**config.mk**
```make
export PLATFORM = sky130hd
export DESIGN_NAME = canonical_prefix_code_assign
export DESIGN_NICKNAME = d
export VERILOG_FILES = /design/src/rtl/core/cpca_pkg.sv /design/src/rtl/core/cpca_ram.sv /design/src/rtl/core/canonical_prefix_code_assign.sv
export VERILOG_INCLUDE_DIRS = /design/src /design/src/rtl/core
export SDC_FILE = /design/constraint.sdc
export NUM_CORES = 1
export LEC_CHECK = 0
export ABC_AREA = 1
export BUFFER_PORTS_ARGS = -buffer_cell sky130_fd_sc_hd__buf_4
export CORE_ASPECT_RATIO = 0.8
export CORE_UTILIZATION = 30
export DETAILED_ROUTE_END_ITERATION = 12
export PLACE_DENSITY_LB_ADDON = 0.3
export SYNTH_ARGS = -nofsm -noshare
export SYNTH_HDL_FRONTEND = slang
export SYNTH_SLANG_ARGS = --single-unit
```
**constraint.sdc**
```tcl
create_clock -name clock -period 3.4 [get_ports clock]
set_input_delay 0.34 -clock clock [delete_from_list [all_inputs] [get_ports clock]]
set_output_delay 0.34 -clock clock [all_outputs]
set_load 0.02 [all_outputs]
```
**src/rtl/core/assert_macros.svh**
```systemverilog
// Assertion helpers shared by the core RTL.
`ifndef ASSERT_MACROS_SVH
`define ASSERT_MACROS_SVH

// Same-cycle implication, disabled during reset.
`define ASSERT_IMPLIES(label, clk, rst, ante, cons) \
   label: assert property (@(posedge clk) disable iff (rst) (ante) |-> (cons)) \
      else $error("implication check failed");

// Next-cycle implication, disabled during reset.
`define ASSERT_NEXT(label, clk, rst, ante, cons) \
   label: assert property (@(posedge clk) disable iff (rst) (ante) |=> (cons)) \
      else $error("next-cycle check failed");

`endif

```
**src/rtl/core/cpca_pkg.sv**
```systemverilog
package cpca_pkg;

   localparam int OP_W   = 2;
   localparam int LEN_W  = 4;
   localparam int HIST_W = 10;
   localparam int CODE_W = 16;
   localparam int OUT_W  = 15;

   localparam logic [OP_W-1:0] OP_CLEAR  = 2'd0;
   localparam logic [OP_W-1:0] OP_COUNT  = 2'd1;
   localparam logic [OP_W-1:0] OP_ASSIGN = 2'd2;

   typedef enum logic [5:0] {
      ST_IDLE      = 6'b000001,
      ST_COUNT_WR  = 6'b000010,
      ST_PREP_RD   = 6'b000100,
      ST_PREP_WR   = 6'b001000,
      ST_ASSIGN_RD = 6'b010000,
      ST_ASSIGN_WR = 6'b100000
   } state_type;

endpackage

```
**src/rtl/core/cpca_ram.sv**
```systemverilog
module cpca_ram #(
   parameter int WIDTH = 16,
   parameter int DEPTH = 16
) (
   input  logic                     clock,
   input  logic                     wr_en,
   input  logic [$clog2(DEPTH)-1:0] wr_addr,
   input  logic [WIDTH-1:0]         wr_data,
   input  logic                     rd_en,
   input  logic [$clog2(DEPTH)-1:0] rd_addr,
   output logic [WIDTH-1:0]         rd_data
);

   logic [WIDTH-1:0] mem_ff [DEPTH];
   logic [WIDTH-1:0] rd_data_ff;

   always_ff @(posedge clock) begin
      if (wr_en) begin
         mem_ff[wr_addr] <= wr_data;
      end
      if (rd_en) begin
         rd_data_ff <= mem_ff[rd_addr];
      end
   end

   assign rd_data = rd_data_ff;

endmodule

```
**src/rtl/core/canonical_prefix_code_assign.sv**
```systemverilog
// Count reads a histogram entry, then writes it back. Assign reads the code
// table, then writes back, waiting while the result register holds a stalled
// output. The first assign after a clear or count first sweeps the lengths, a
// histogram read and a code write per length, plus one code table read. A
// result is registered and appears the cycle after the write-back. Reset
// empties the histogram via per-entry valid bits and drops the prepared flag.
`include "assert_macros.svh"

module canonical_prefix_code_assign #(
   parameter int MAX_CODE_BITS = 15
) (
   input  logic                          clock,
   input  logic                          reset,
   input  logic                          req_valid,
   output logic                          req_stall,
   input  logic [cpca_pkg::OP_W-1:0]     req_op,
   input  logic [cpca_pkg::LEN_W-1:0]    req_code_length,
   output logic                          rsp_valid,
   input  logic                          rsp_stall,
   output logic [cpca_pkg::OUT_W-1:0]    rsp_code,
   output logic [cpca_pkg::LEN_W-1:0]    rsp_code_bits
);

   import cpca_pkg::*;

   localparam int DEPTH = MAX_CODE_BITS + 1;
   localparam int IW    = $clog2(DEPTH);
   localparam logic [LEN_W-1:0] MaxLen  = LEN_W'(MAX_CODE_BITS);
   localparam logic [IW-1:0]    LastIdx = IW'(MAX_CODE_BITS);
   localparam logic [IW-1:0]    OneIdx  = IW'(1);

   state_type         state_ff, state_in;
   logic [IW-1:0]     len_ff, len_in;
   logic [IW-1:0]     idx_ff, idx_in;
   logic [CODE_W-1:0] run_code_ff, run_code_in;
   logic              prepared_ff, prepared_in;
   logic [DEPTH-1:0]  hist_valid_ff, hist_valid_in;
   logic              hist_rd_valid_ff, hist_rd_valid_in;
   logic              rsp_valid_ff, rsp_valid_in;
   logic [OUT_W-1:0]  rsp_code_ff, rsp_code_in;
   logic [LEN_W-1:0]  rsp_code_bits_ff, rsp_code_bits_in;

   logic              accept;
   logic              out_free;
   logic [LEN_W-1:0]  eff_len;
   logic [IW-1:0]     req_idx;
   logic [HIST_W-1:0] prev_count;
   logic [CODE_W-1:0] keep;

   logic              hist_rd_en, hist_wr_en;
   logic [IW-1:0]     hist_rd_addr;
   logic [HIST_W-1:0] hist_wr_data, hist_rdata;
   logic              next_rd_en, next_wr_en;
   logic [IW-1:0]     next_rd_addr, next_wr_addr;
   logic [CODE_W-1:0] next_wr_data, next_rdata;

   cpca_ram #(.WIDTH(HIST_W), .DEPTH(DEPTH)) u_hist_ram (
      .clock   (clock),
      .wr_en   (hist_wr_en),
      .wr_addr (len_ff),
      .wr_data (hist_wr_data),
      .rd_en   (hist_rd_en),
      .rd_addr (hist_rd_addr),
      .rd_data (hist_rdata)
   );

   cpca_ram #(.WIDTH(CODE_W), .DEPTH(DEPTH)) u_next_ram (
      .clock   (clock),
      .wr_en   (next_wr_en),
      .wr_addr (next_wr_addr),
      .wr_data (next_wr_data),
      .rd_en   (next_rd_en),
      .rd_addr (next_rd_addr),
      .rd_data (next_rdata)
   );

   assign req_stall = (state_ff != ST_IDLE);
   assign accept    = req_valid && !req_stall;
   assign out_free  = !rsp_valid_ff || !rsp_stall;
   assign eff_len   = (req_code_length > MaxLen) ? '0 : req_code_length;
   assign req_idx   = eff_len[IW-1:0];
   assign keep      = (CODE_W'(1) << len_ff) - CODE_W'(1);
   assign prev_count = (idx_ff == OneIdx || !hist_rd_valid_ff) ? '0 : hist_rdata;

   always_comb begin
      state_in         = state_ff;
      len_in           = len_ff;
      idx_in           = idx_ff;
      run_code_in      = run_code_ff;
      prepared_in      = prepared_ff;
      hist_valid_in    = hist_valid_ff;
      rsp_code_in      = rsp_code_ff;
      rsp_code_bits_in = rsp_code_bits_ff;
      rsp_valid_in     = rsp_valid_ff && rsp_stall;
      hist_rd_en       = 1'b0;
      hist_rd_addr     = req_idx;
      hist_wr_en       = 1'b0;
      hist_wr_data     = (hist_rd_valid_ff ? hist_rdata : '0) + HIST_W'(1);
      next_rd_en       = 1'b0;
      next_rd_addr     = req_idx;
      next_wr_en       = 1'b0;
      next_wr_addr     = len_ff;
      next_wr_data     = next_rdata + CODE_W'(1);

      case (state_ff)
         ST_IDLE: begin
            if (accept) begin
               len_in = req_idx;
               case (req_op)
                  OP_CLEAR: begin
                     hist_valid_in = '0;
                     prepared_in   = 1'b0;
                  end
                  OP_COUNT: begin
                     hist_rd_en  = 1'b1;
                     prepared_in = 1'b0;
                     state_in    = ST_COUNT_WR;
                  end
                  OP_ASSIGN: begin
                     if (prepared_ff) begin
                        next_rd_en = 1'b1;
                        state_in   = ST_ASSIGN_WR;
                     end else begin
                        idx_in      = OneIdx;
                        run_code_in = '0;
                        state_in    = ST_PREP_RD;
                     end
                  end
                  default: ;
               endcase
            end
         end
         ST_COUNT_WR: begin
            hist_wr_en            = 1'b1;
            hist_valid_in[len_ff] = 1'b1;
            state_in              = ST_IDLE;
         end
         ST_PREP_RD: begin
            hist_rd_en   = 1'b1;
            hist_rd_addr = idx_ff - OneIdx;
            state_in     = ST_PREP_WR;
         end
         ST_PREP_WR: begin
            next_wr_en   = 1'b1;
            next_wr_addr = idx_ff;
            next_wr_data = (run_code_ff + CODE_W'(prev_count)) << 1;
            run_code_in  = next_wr_data;
            idx_in       = idx_ff + OneIdx;
            if (idx_ff == LastIdx) begin
               prepared_in = 1'b1;
               state_in    = ST_ASSIGN_RD;
            end else begin
               state_in = ST_PREP_RD;
            end
         end
         ST_ASSIGN_RD: begin
            next_rd_en   = 1'b1;
            next_rd_addr = len_ff;
            state_in     = ST_ASSIGN_WR;
         end
         ST_ASSIGN_WR: begin
            if (out_free) begin
               rsp_valid_in     = 1'b1;
               rsp_code_in      = next_rdata[OUT_W-1:0] & keep[OUT_W-1:0];
               rsp_code_bits_in = LEN_W'(len_ff);
               next_wr_en       = (len_ff != '0);
               state_in         = ST_IDLE;
            end
         end
         default: begin
            state_in = ST_IDLE;
         end
      endcase

      hist_rd_valid_in = hist_rd_en ? hist_valid_ff[hist_rd_addr] : hist_rd_valid_ff;
   end

   always_ff @(posedge clock) begin
      if (reset) begin
         state_ff         <= ST_IDLE;
         prepared_ff      <= 1'b0;
         hist_valid_ff    <= '0;
         rsp_valid_ff     <= 1'b0;
      end else begin
         state_ff         <= state_in;
         prepared_ff      <= prepared_in;
         hist_valid_ff    <= hist_valid_in;
         rsp_valid_ff     <= rsp_valid_in;
      end
      len_ff           <= len_in;
      idx_ff           <= idx_in;
      run_code_ff      <= run_code_in;
      hist_rd_valid_ff <= hist_rd_valid_in;
      rsp_code_ff      <= rsp_code_in;
      rsp_code_bits_ff <= rsp_code_bits_in;
   end

   assign rsp_valid     = rsp_valid_ff;
   assign rsp_code      = rsp_code_ff;
   assign rsp_code_bits = rsp_code_bits_ff;

   `ASSERT_NEXT(a_clear_empties, clock, reset, accept && req_op == OP_CLEAR, hist_valid_ff == '0)
   `ASSERT_IMPLIES(a_assign_prepared, clock, reset, state_ff == ST_ASSIGN_WR, prepared_ff)
   `ASSERT_NEXT(a_prep_done, clock, reset, state_ff == ST_PREP_WR && idx_ff == LastIdx, prepared_ff && state_ff == ST_ASSIGN_RD)
   `ASSERT_NEXT(a_result_out, clock, reset, state_ff == ST_ASSIGN_WR && out_free, rsp_valid_ff)

endmodule
```
==> results of run 1 <==
-- how the worst max path moves through the flow --
stage | from | to | slack [ns] | cells past startpoint
floorplan | state_ff[0] | u_next_ram.mem_ff[11][0] | 0.23 | 7
global route | idx_ff[1] | u_next_ram.mem_ff[6][12] | 0.04 | 15
detailed placement | idx_ff[1] | u_next_ram.mem_ff[6][10] | -0.01 | 12
CTS | idx_ff[1] | u_next_ram.mem_ff[7][8] | 0.06 | 14
global placement | idx_ff[1] | u_next_ram.mem_ff[6][10] | 0.02 | 12
finish | idx_ff[1] | u_next_ram.mem_ff[6][12] | 0.32 | 15
-- layout make-up --
| type | count | area [um^2] | share of cell area [%] |
|---|---|---|---|
| flip-flops and latches | 490 | 14500 | 54.6 |
| multi-input cells | 1235 | 5950 | 22.5 |
| inverters | 481 | 1810 | 6.81 |
| clock buffers | 62 | 1360 | 5.13 |
| well taps | 1001 | 1250 | 4.73 |
| repair buffers | 140 | 1230 | 4.63 |
| clock inverters | 33 | 422 | 1.59 |
-- layer usage --
| metal | share of wire, % | wire length [um] | global-route usage, % |
|---|---|---|---|
| met2 | 42 | 27000 | 24.6 |
| met4 | 1.6 | 996 | 4.03 |
| met3 | 6.0 | 3850 | 2.24 |
| met1 | 50 | 32000 | 25.9 |
| met5 | 0 | 0 | 0 |
-- cell families after synthesis --
logic type | synth area share [%]
compound gates | 2.77
xor+xnor | 0.426
fa+ha+maj | 0.919
buf+inv | 10.1
flops | 64.0
simple gates | 21.8
-- per-stage QoR --
step / utilization (%) / setup WS, ns / instance area, um^2 / total power [mW]
after floorplan: - / 0.234 / 22600 / 7.39
after global placement: 33.2 / 0.0164 / 24600 / 7.77
after detailed placement: 33.2 / -0.0148 / 24600 / 7.77
after CTS: 35.7 / 0.0643 / 26500 / 13.8
after global routing: 35.7 / 0.0368 / 26500 / 14.1
final: 35.7 / 0.325 / 26500 / 13.7
-- registers in the layout (all words and copies together) (netlist names) --
name	flops
hist_rd_valid_ff	1
hist_valid_ff	16
idx_ff	4
len_ff	4
prepared_ff	1
rsp_code	15
rsp_code_bits	4
rsp_valid	1
run_code_ff	13
state_ff	6
u_hist_ram.mem_ff	160
u_hist_ram.rd_data	10
u_next_ram.mem_ff	240
u_next_ram.rd_data	15
-- critical path, cell delays in order (launching register included) --
cell and delay (ns):
edfxtp_1 0.43, inv_1 0.13, ha_1 0.19, nand3_1 0.09, nand2_1 0.10, nor2_1 0.06, ha_1 0.21, fa_1 0.40
nand3_1 0.10, nand3_1 0.15, nand2_1 0.14, o21bai_1 0.12, a21oi_1 0.15, nand2_1 0.07, nand3_1 0.14, nand2_2 0.23
-- layout by cell type, fill, tap and decap left out, types with 5 or more instances in the layout --
| cell type | n |
|---|---|
| clkinv_1 | 13 |
| nor2_2 | 10 |
| bufinv_16 | 10 |
| buf_12 | 13 |
| nor2_1 | 85 |
| clkbuf_1 | 9 |
| o21ai_0 | 33 |
| nand2_1 | 504 |
| a31oi_1 | 5 |
| dlygate4sd3_1 | 5 |
| ha_1 | 15 |
| nand2_2 | 6 |
| inv_1 | 478 |
| clkinv_2 | 8 |
| clkbuf_16 | 53 |
| nand3_1 | 421 |
| nand3b_1 | 28 |
| dfxtp_1 | 24 |
| edfxtp_1 | 466 |
| nand4_1 | 11 |
| nor3_1 | 22 |
| buf_4 | 122 |
| xor2_1 | 7 |
| a21oi_1 | 42 |
-- power groups by stage --
stage          clock [mW]  combinational, mW  sequential, mW
3_5_place_dp            0              0.992            6.78
4_1_cts              6.13               1.00            6.66
6_report             6.01               1.00            6.66
2_1_floorplan           0              0.616            6.78
5_1_grt              6.34               1.12            6.66
3_3_place_gp            0              0.985            6.78
-- timing repair --
| item | in CTS | in global routing |
|---|---|---|
| resized for setup | 1 | 4 |
| hold buffers | 5 | 0 |
| cloned | 0 | 0 |
| setup endpoints to repair | 16 | 64 |
| hold endpoints to repair | 8 | 0 |
==> impl_metrics.ini, run 1 <==
[global_route]
grt_overflow = 0
antenna_found_initial = 0
gr-usage-all-layers_pct = 16.8
grt_max_degree = 78
grt_pass1_vias = 15000
grt_pass1_wl_mm = 95.6

[setup_path]
ff2ff_path_depth = 15
crit_type = reg2reg
cp-end-kind = flip-flop
r2r_start = idx_ff[1]
critPathRequiredTime_ns = 3.68
r2r_setup_slack_ns = 0.32
arrival_ns = 3.35
cp_max_fo = 16
r2r-end = u_next_ram.mem_ff[6][12]
critPathLaunchType = flip-flop

[placed_design]
dp_cells = 3342
hpwl_mm = 40.7
gp_congestion = 0.854
portBuffers = 30

[clocking]
cts_buffers = 53
cts_num_sinks = 490
cts_tree = done
cts.reportedPaths.clkPinSlew_ns = 0.06
h-tree-depth = 2
postCtsSetupRepairBufs = 0
clk_latency_ns = 0.61
clock_path_buffers = 3
cts_root_buffer = clkbuf_16

[floorplanning]
core_um2 = 74200
die-width_um = 309
fp-row-count = 89
die_h_um = 248
ios = 31
start_util_pct = 30.5
die_area_um2 = 76500

[synth]
syn_nets = 2327
yosys.cell_count.top_type = nand2_1
synth_area_um2 = 22600
synth.top_cell.area_share_pct = 61.9
synthTopCellsByCount = 507 x nand2_1, 478 x inv_1, 466 x edfxtp_1
synthTopCellsByArea = edfxtp_1 62%, nand3_1 9.3%, nand2_1 8.4%
synthFlopType = edfxtp_1
syn_avg_cell_area_um2 = 9.83
ys_async_sr_fraction_pct = 0
synth-seq-area-share_pct = 64.0
yosys.area.top_type = edfxtp_1
synth_cells = 2301
ys_ff_latch = 490
synth_warnings = 0
synth-edff-count = 466
synth_cell_types = 41

[final_layout]
fin_nets = 2427
fillers = 7438
drive_above_1_share_pct = 10.5
area_growth_pct = 17.2
antennaDiodeCount = 0
layout.cells.non_filler = 3442

[power_and_ir_drop]
vdd_drop_max_mv = 0.375
power-per-cell-area_nw_per_um2 = 516
p_clk_share_pct = 43.9
power.switching_mw = 3.15
leakagePower_nw = 11.2
p_seq_share_pct = 48.7
power.share.switching_pct = 23.1
p_int_mw = 10.5
comb_power_share_pct = 7.4

[sta]
setup_tns_ns = 0
relSlewSlack_pct = 30.8
holdWs_ns = 0.0406
grt_setup_unrepaired = false
setup_viol = 0
fmax_ghz = 0.325
maxSlewViolCount = 0
finalClockSkew_ns = 0.0121
hold_viol = 0
period_share_pct = 90.4
period_needed_ns = 3.08
worst-slew-pin-transition_ns = 1.03

[flow_run]
cap_violations = 0

[route]
route.vias.total = 16000
drcViolationCount = 0
wire_per_inst_um = 18.6
dr.pass1.iters = 5
routed_wl_mm = 63.9
via_per_inst = 4.65
initialDrtViolationCount = 1474
ant_nets = 0

[min_path]
holdPathEnd = rsp_valid
whs_path_depth = 3
hp-class = in2reg
hold_path_startpoint = rsp_stall

[outcome]
status = finished clean
Power figures use the tool's default switching activity.
==> run 2: changes to the inputs <==
--- a/config.mk
+++ b/config.mk
@@ -9,7 +9,8 @@
 export ABC_AREA = 1
 export BUFFER_PORTS_ARGS = -buffer_cell sky130_fd_sc_hd__buf_4
 export CORE_ASPECT_RATIO = 0.8
-export CORE_UTILIZATION = 30
+export CORE_UTILIZATION = 45
+export CTS_CLUSTER_DIAMETER = 150
 export DETAILED_ROUTE_END_ITERATION = 12
 export PLACE_DENSITY_LB_ADDON = 0.3
 export SYNTH_ARGS = -nofsm -noshare
==> impl_metrics.ini, run 2 (same netlist as run 1, synthesis figures left out) <==
[outcome]
status = complete, but fails checks
violations = DRC

[clocking]
postCtsSetupRepairBufs = 0
cts.reportedPaths.clkPinSlew_ns = 0.06
cts_buffers = 50
h-tree-depth = 2
cts_tree = done
clock_path_buffers = 3
cts_num_sinks = 490
cts_root_buffer = clkbuf_16
clk_latency_ns = 0.61

[placed_design]
hpwl_mm = 37.8
gp_congestion = 0.897
dp_cells = 3010
portBuffers = 30
place_ws_ns = -0.0162

[floorplanning]
start_util_pct = 45.6
ios = 31
die_area_um2 = 51100
core_um2 = 49600
die_h_um = 202
die-width_um = 253
fp-row-count = 73

[setup_path]
cp-end-kind = flip-flop
crit_type = reg2reg
cp_max_fo = 16
critPathRequiredTime_ns = 3.62
critPathLaunchType = flip-flop
arrival_ns = 3.36

[final_layout]
area_growth_pct = 14.3
regMostFlops = u_next_ram.mem_ff
final_cell_mix = 504 x nand2_1, 478 x inv_1, 466 x edfxtp_1
fin_nets = 2418
final_core_util_pct = 52.1
drive_above_1_share_pct = 10.3
final_common_cell = nand2_1
largest_reg_flops = 240
layout.cells.non_filler = 3108
antennaDiodeCount = 0
reg_top3 = u_next_ram.mem_ff x240, u_hist_ram.mem_ff x160, hist_valid_ff x16

[sta]
period_needed_ns = 3.14
setup_viol = 0
grt_setup_unrepaired = false
fmax_ghz = 0.318
setup_tns_ns = 0
hold_viol = 0
period_share_pct = 92.5
finalClockSkew_ns = 0.0168
fin_ws_ns = 0.256
maxSlewViolCount = 0
relSlewSlack_pct = 21.9
worst-slew-pin-transition_ns = 1.17

[global_route]
grt_overflow = 0
grt_pass1_vias = 15500
grt_pass1_wl_mm = 90.4
antenna_found_initial = 0
gr-usage-all-layers_pct = 23.5
grt_max_degree = 64

[min_path]
hp-class = in2reg

[route]
routed_wl_mm = 58.9
dr.pass1.iters = 9
initialDrtViolationCount = 1829
ant_nets = 0
via_per_inst = 5.24
route.vias.total = 16300
drcViolationCount = 2
wire_per_inst_um = 18.9

[power_and_ir_drop]
leakagePower_nw = 11.1
fin_total_pwr_mw = 13.3
power-per-cell-area_nw_per_um2 = 515
vdd_drop_max_mv = 0.294

[flow_run]
cap_violations = 0
## run 2: where the power goes
| part | total (mW) | internal, mW | leakage, nW | switching [mW] |
|---|---|---|---|---|
| registers | 6.66 | 6.63 | 4.41 | 0.0369 |
| clock network | 5.69 | 3.34 | 0.832 | 2.35 |
| logic | 0.957 | 0.272 | 5.83 | 0.686 |
| total | 13.3 | 10.2 | 11.1 | 3.07 |
## run 2: area by class of cell
cell class                 instances  area (um^2)
fill                            4367        23700
multi-input combinational       1235         5930
inverter                         481         1810
timing repair buffer             134         1090
clock buffer                      59         1340
sequential                       490        14500
tap                              675          845
clock inverter                    34          362
## run 2: stage by stage
| step | instance area [um^2] | hold slack (ns) |
|---|---|---|
| 3_5_place_dp | 24100 | 0.452 |
| 3_3_place_gp | 24100 | 0.447 |
| 6_report | 25800 | 0.0468 |
| 2_1_floorplan | 22600 | 0.409 |
| 5_1_grt | 25800 | 0.0305 |
| 4_1_cts | 25800 | 0.0202 |
## run 2: repair_timing
action | 4_1_cts | 5_1_grt
endpoints found under the hold margin | 8 | 0
hold buffers | 5 | 0
resized for setup | 1 | 1
pin swaps | 0 | 0
gates cloned | 0 | 0
setup endpoints to repair | 16 | 16
## run 2: layer usage
metal  GRT usage, %  wire length, um
met1           35.1            26500
met2           33.6            24700
met3           5.59             6200
met4           7.25             1470
met5              0                0
## run 2: worst max-delay path: stages (launching register included)
cell	delay, ns
edfxtp_1	0.43
inv_1	0.13
ha_1	0.29
nand3_1	0.12
nand2_1	0.09
nor2_1	0.05
ha_1	0.21
fa_1	0.42
nand3_1	0.10
nand3_1	0.09
buf_4	0.16
nand3_1	0.07
nand3_1	0.09
xor2_1	0.15
nand2_1	0.05
nand2_1	0.31
## run 2: path summary, 6_finish.rpt
path                                                 end        startpoint  cells past startpoint  slack (ns)
worst max-delay path            u_next_ram.mem_ff[2][14]         idx_ff[1]                     15        0.26
worst min-delay path                           rsp_valid         rsp_stall                      3        0.05
worst max register to register  u_next_ram.mem_ff[2][14]         idx_ff[1]                     15        0.26
worst min register to register          hist_valid_ff[8]  hist_valid_ff[8]                      2        0.46
==> run 3: changes to the inputs <==
--- a/config.mk
+++ b/config.mk
@@ -15,4 +15,5 @@
 export PLACE_DENSITY_LB_ADDON = 0.3
 export SYNTH_ARGS = -nofsm -noshare
 export SYNTH_HDL_FRONTEND = slang
+export SYNTH_HIERARCHICAL = 1
 export SYNTH_SLANG_ARGS = --single-unit
==> constraint.sdc (replaced) <==
create_clock -name clock -period 3.05 [get_ports clock]
set_input_delay 0.305 -clock clock [delete_from_list [all_inputs] [get_ports clock]]
set_output_delay 0.305 -clock clock [all_outputs]
set_load 0.02 [all_outputs]
==> impl_metrics.ini, run 3 <==
[route]
initialDrtViolationCount = 1781
via_per_inst = 5.18
routed_wl_mm = 57.1
drcViolationCount = 0
wire_per_inst_um = 18.4
dr.pass1.iters = 6
ant_nets = 0
highest_layer = met5
m1WireLength_mm = 25.8
routed-wl-met2_mm = 24.2
route.vias.total = 16100
route.met3.wl_mm = 5.70

[floorplanning]
fp-row-count = 72
ios = 31
die_area_um2 = 50900
die-width_um = 252
core_um2 = 48800
die_h_um = 202
start_util_pct = 46.1

[final_layout]
reg_top3 = u_next_ram/mem_ff x240, u_hist_ram/mem_ff x160, hist_valid_ff x16
fin_nets = 2418
drive_above_1_share_pct = 11.0
area_growth_pct = 14.5
regMostFlops = u_next_ram/mem_ff
ff_latch_area_um2 = 14500
multi_input_area_um2 = 5970
final_common_cell = nand2_1
largest_reg_flops = 240
antennaDiodeCount = 0
final_cell_mix = 664 x nand2_1, 466 x edfxtp_1, 411 x inv_1
final_core_util_pct = 52.8
fillers = 4243

[placed_design]
gp_congestion = 0.930
portBuffers = 30
hpwl_mm = 35.1

[global_route]
grt_overflow = 0
antenna_found_initial = 2
grt_pass1_wl_mm = 87.8
gr-usage-all-layers_pct = 22.8
grt_pass1_vias = 15100
grt_max_degree = 99

[clocking]
cts_buffers = 50
cts_root_buffer = clkbuf_16
postCtsSetupRepairBufs = 0
cts_num_sinks = 490
clock_path_buffers = 3
clk_latency_ns = 0.61
cts.reportedPaths.clkPinSlew_ns = 0.06
h-tree-depth = 2
cts_tree = done

[sta]
setup_viol = 0
relSlewSlack_pct = 26.4
period_needed_ns = 2.84
period_share_pct = 93.2
fmax_ghz = 0.352
setup_tns_ns = 0
maxSlewViolCount = 0
finalClockSkew_ns = 0.0251
hold_viol = 0
grt_setup_unrepaired = false
worst-slew-pin-transition_ns = 1.10

[power_and_ir_drop]
leakagePower_nw = 11.1
vdd_drop_max_mv = 0.481
p_int_mw = 11.3
power.share.switching_pct = 23.0
power-per-cell-area_nw_per_um2 = 571
p_seq_share_pct = 50.4
comb_power_share_pct = 7.7
power.switching_mw = 3.38
p_clk_share_pct = 41.9

[synth]
synth_area_um2 = 22500
synth_warnings = 6
syn_avg_cell_area_um2 = 9.82
synth_cells = 2291
syn_nets = 2317

[setup_path]
ff2ff_path_depth = 12
arrival_ns = 3.19
critPathRequiredTime_ns = 3.39
critPathLaunchType = flip-flop
cp_max_fo = 16
crit_type = reg2reg
cp-end-kind = flip-flop

[min_path]
hp-class = in2reg
whs_path_depth = 3

[outcome]
status = finished clean

[flow_run]
cap_violations = 0
==> run 3: what timing repair did <==
item                                   in CTS  in global routing
endpoints found under the hold margin      10                  0
resized for setup                           3                  7
hold buffers                                5                  0
cloned                                      0                  0
setup endpoints to repair                  43                 95
==> run 3: stage by stage <==
stage / setup slack, ns / area [um^2] / total power [mW] / cells / hold slack [ns]
floorplan: 0.0292 / 22500 / 8.29 / 2291 / 0.374
CTS: 0.0897 / 25700 / 14.8 / 3099 / 0.00699
finish: 0.207 / 25800 / 14.7 / 3099 / 0.0403
global placement: 0.0203 / 24000 / 8.64 / 3001 / 0.446
detailed placement: -0.0691 / 24000 / 8.66 / 3001 / 0.452
global route: 0.0162 / 25800 / 15.2 / 3099 / 0.0375
==> run 3: path summary, 6_finish.rpt <==
check / startpoint / to / slack [ns]
max reg2reg: idx_ff[0] / u_next_ram/mem_ff[0][13] / 0.21
max: idx_ff[0] / u_next_ram/mem_ff[0][13] / 0.21
min: rsp_stall / rsp_valid / 0.04
min reg2reg: hist_valid_ff[9] / hist_valid_ff[9] / 0.46
==> run 3: routing by layer <==
metal  global-route usage, %  vias to the layer above
met2                    32.9                      705
met4                    6.49                        2
li1                        -                     7641
met3                    5.80                      117
met1                    33.9                     7596
met5                       0                        -
==> run 3: final cells by class <==
cell class / count / share of cell area (%)
Clock buffer: 61 / 5.14
Clock inverter: 32 / 1.29
Inverter: 418 / 6.12
Multi-Input combinational cell: 1288 / 23.2
Sequential cell: 490 / 56.2
Tap cell: 666 / 3.23
Timing Repair Buffer: 144 / 4.88
==> run 3: critical path, stage by stage (launching register included) <==
cell and delay (ns):
edfxtp_1 0.39, ha_1 0.22, buf_4 0.14, a31oi_1 0.27, ha_1 0.37, a21oi_1 0.31, inv_1 0.07, nand3_1 0.07
nand3_1 0.10, or2_2 0.28, nand3_1 0.09, o21ai_0 0.10, buf_4 0.19
==> run 3: power groups by stage <==
| stage | combinational, mW | clock (mW) | sequential (mW) |
|---|---|---|---|
| 3_3_place_gp | 1.09 | 0 | 7.55 |
| 4_1_cts | 1.11 | 6.26 | 7.41 |
| 3_5_place_dp | 1.10 | 0 | 7.56 |
| 2_1_floorplan | 0.737 | 0 | 7.55 |
| 6_report | 1.14 | 6.16 | 7.41 |
| 5_1_grt | 1.25 | 6.52 | 7.42 |
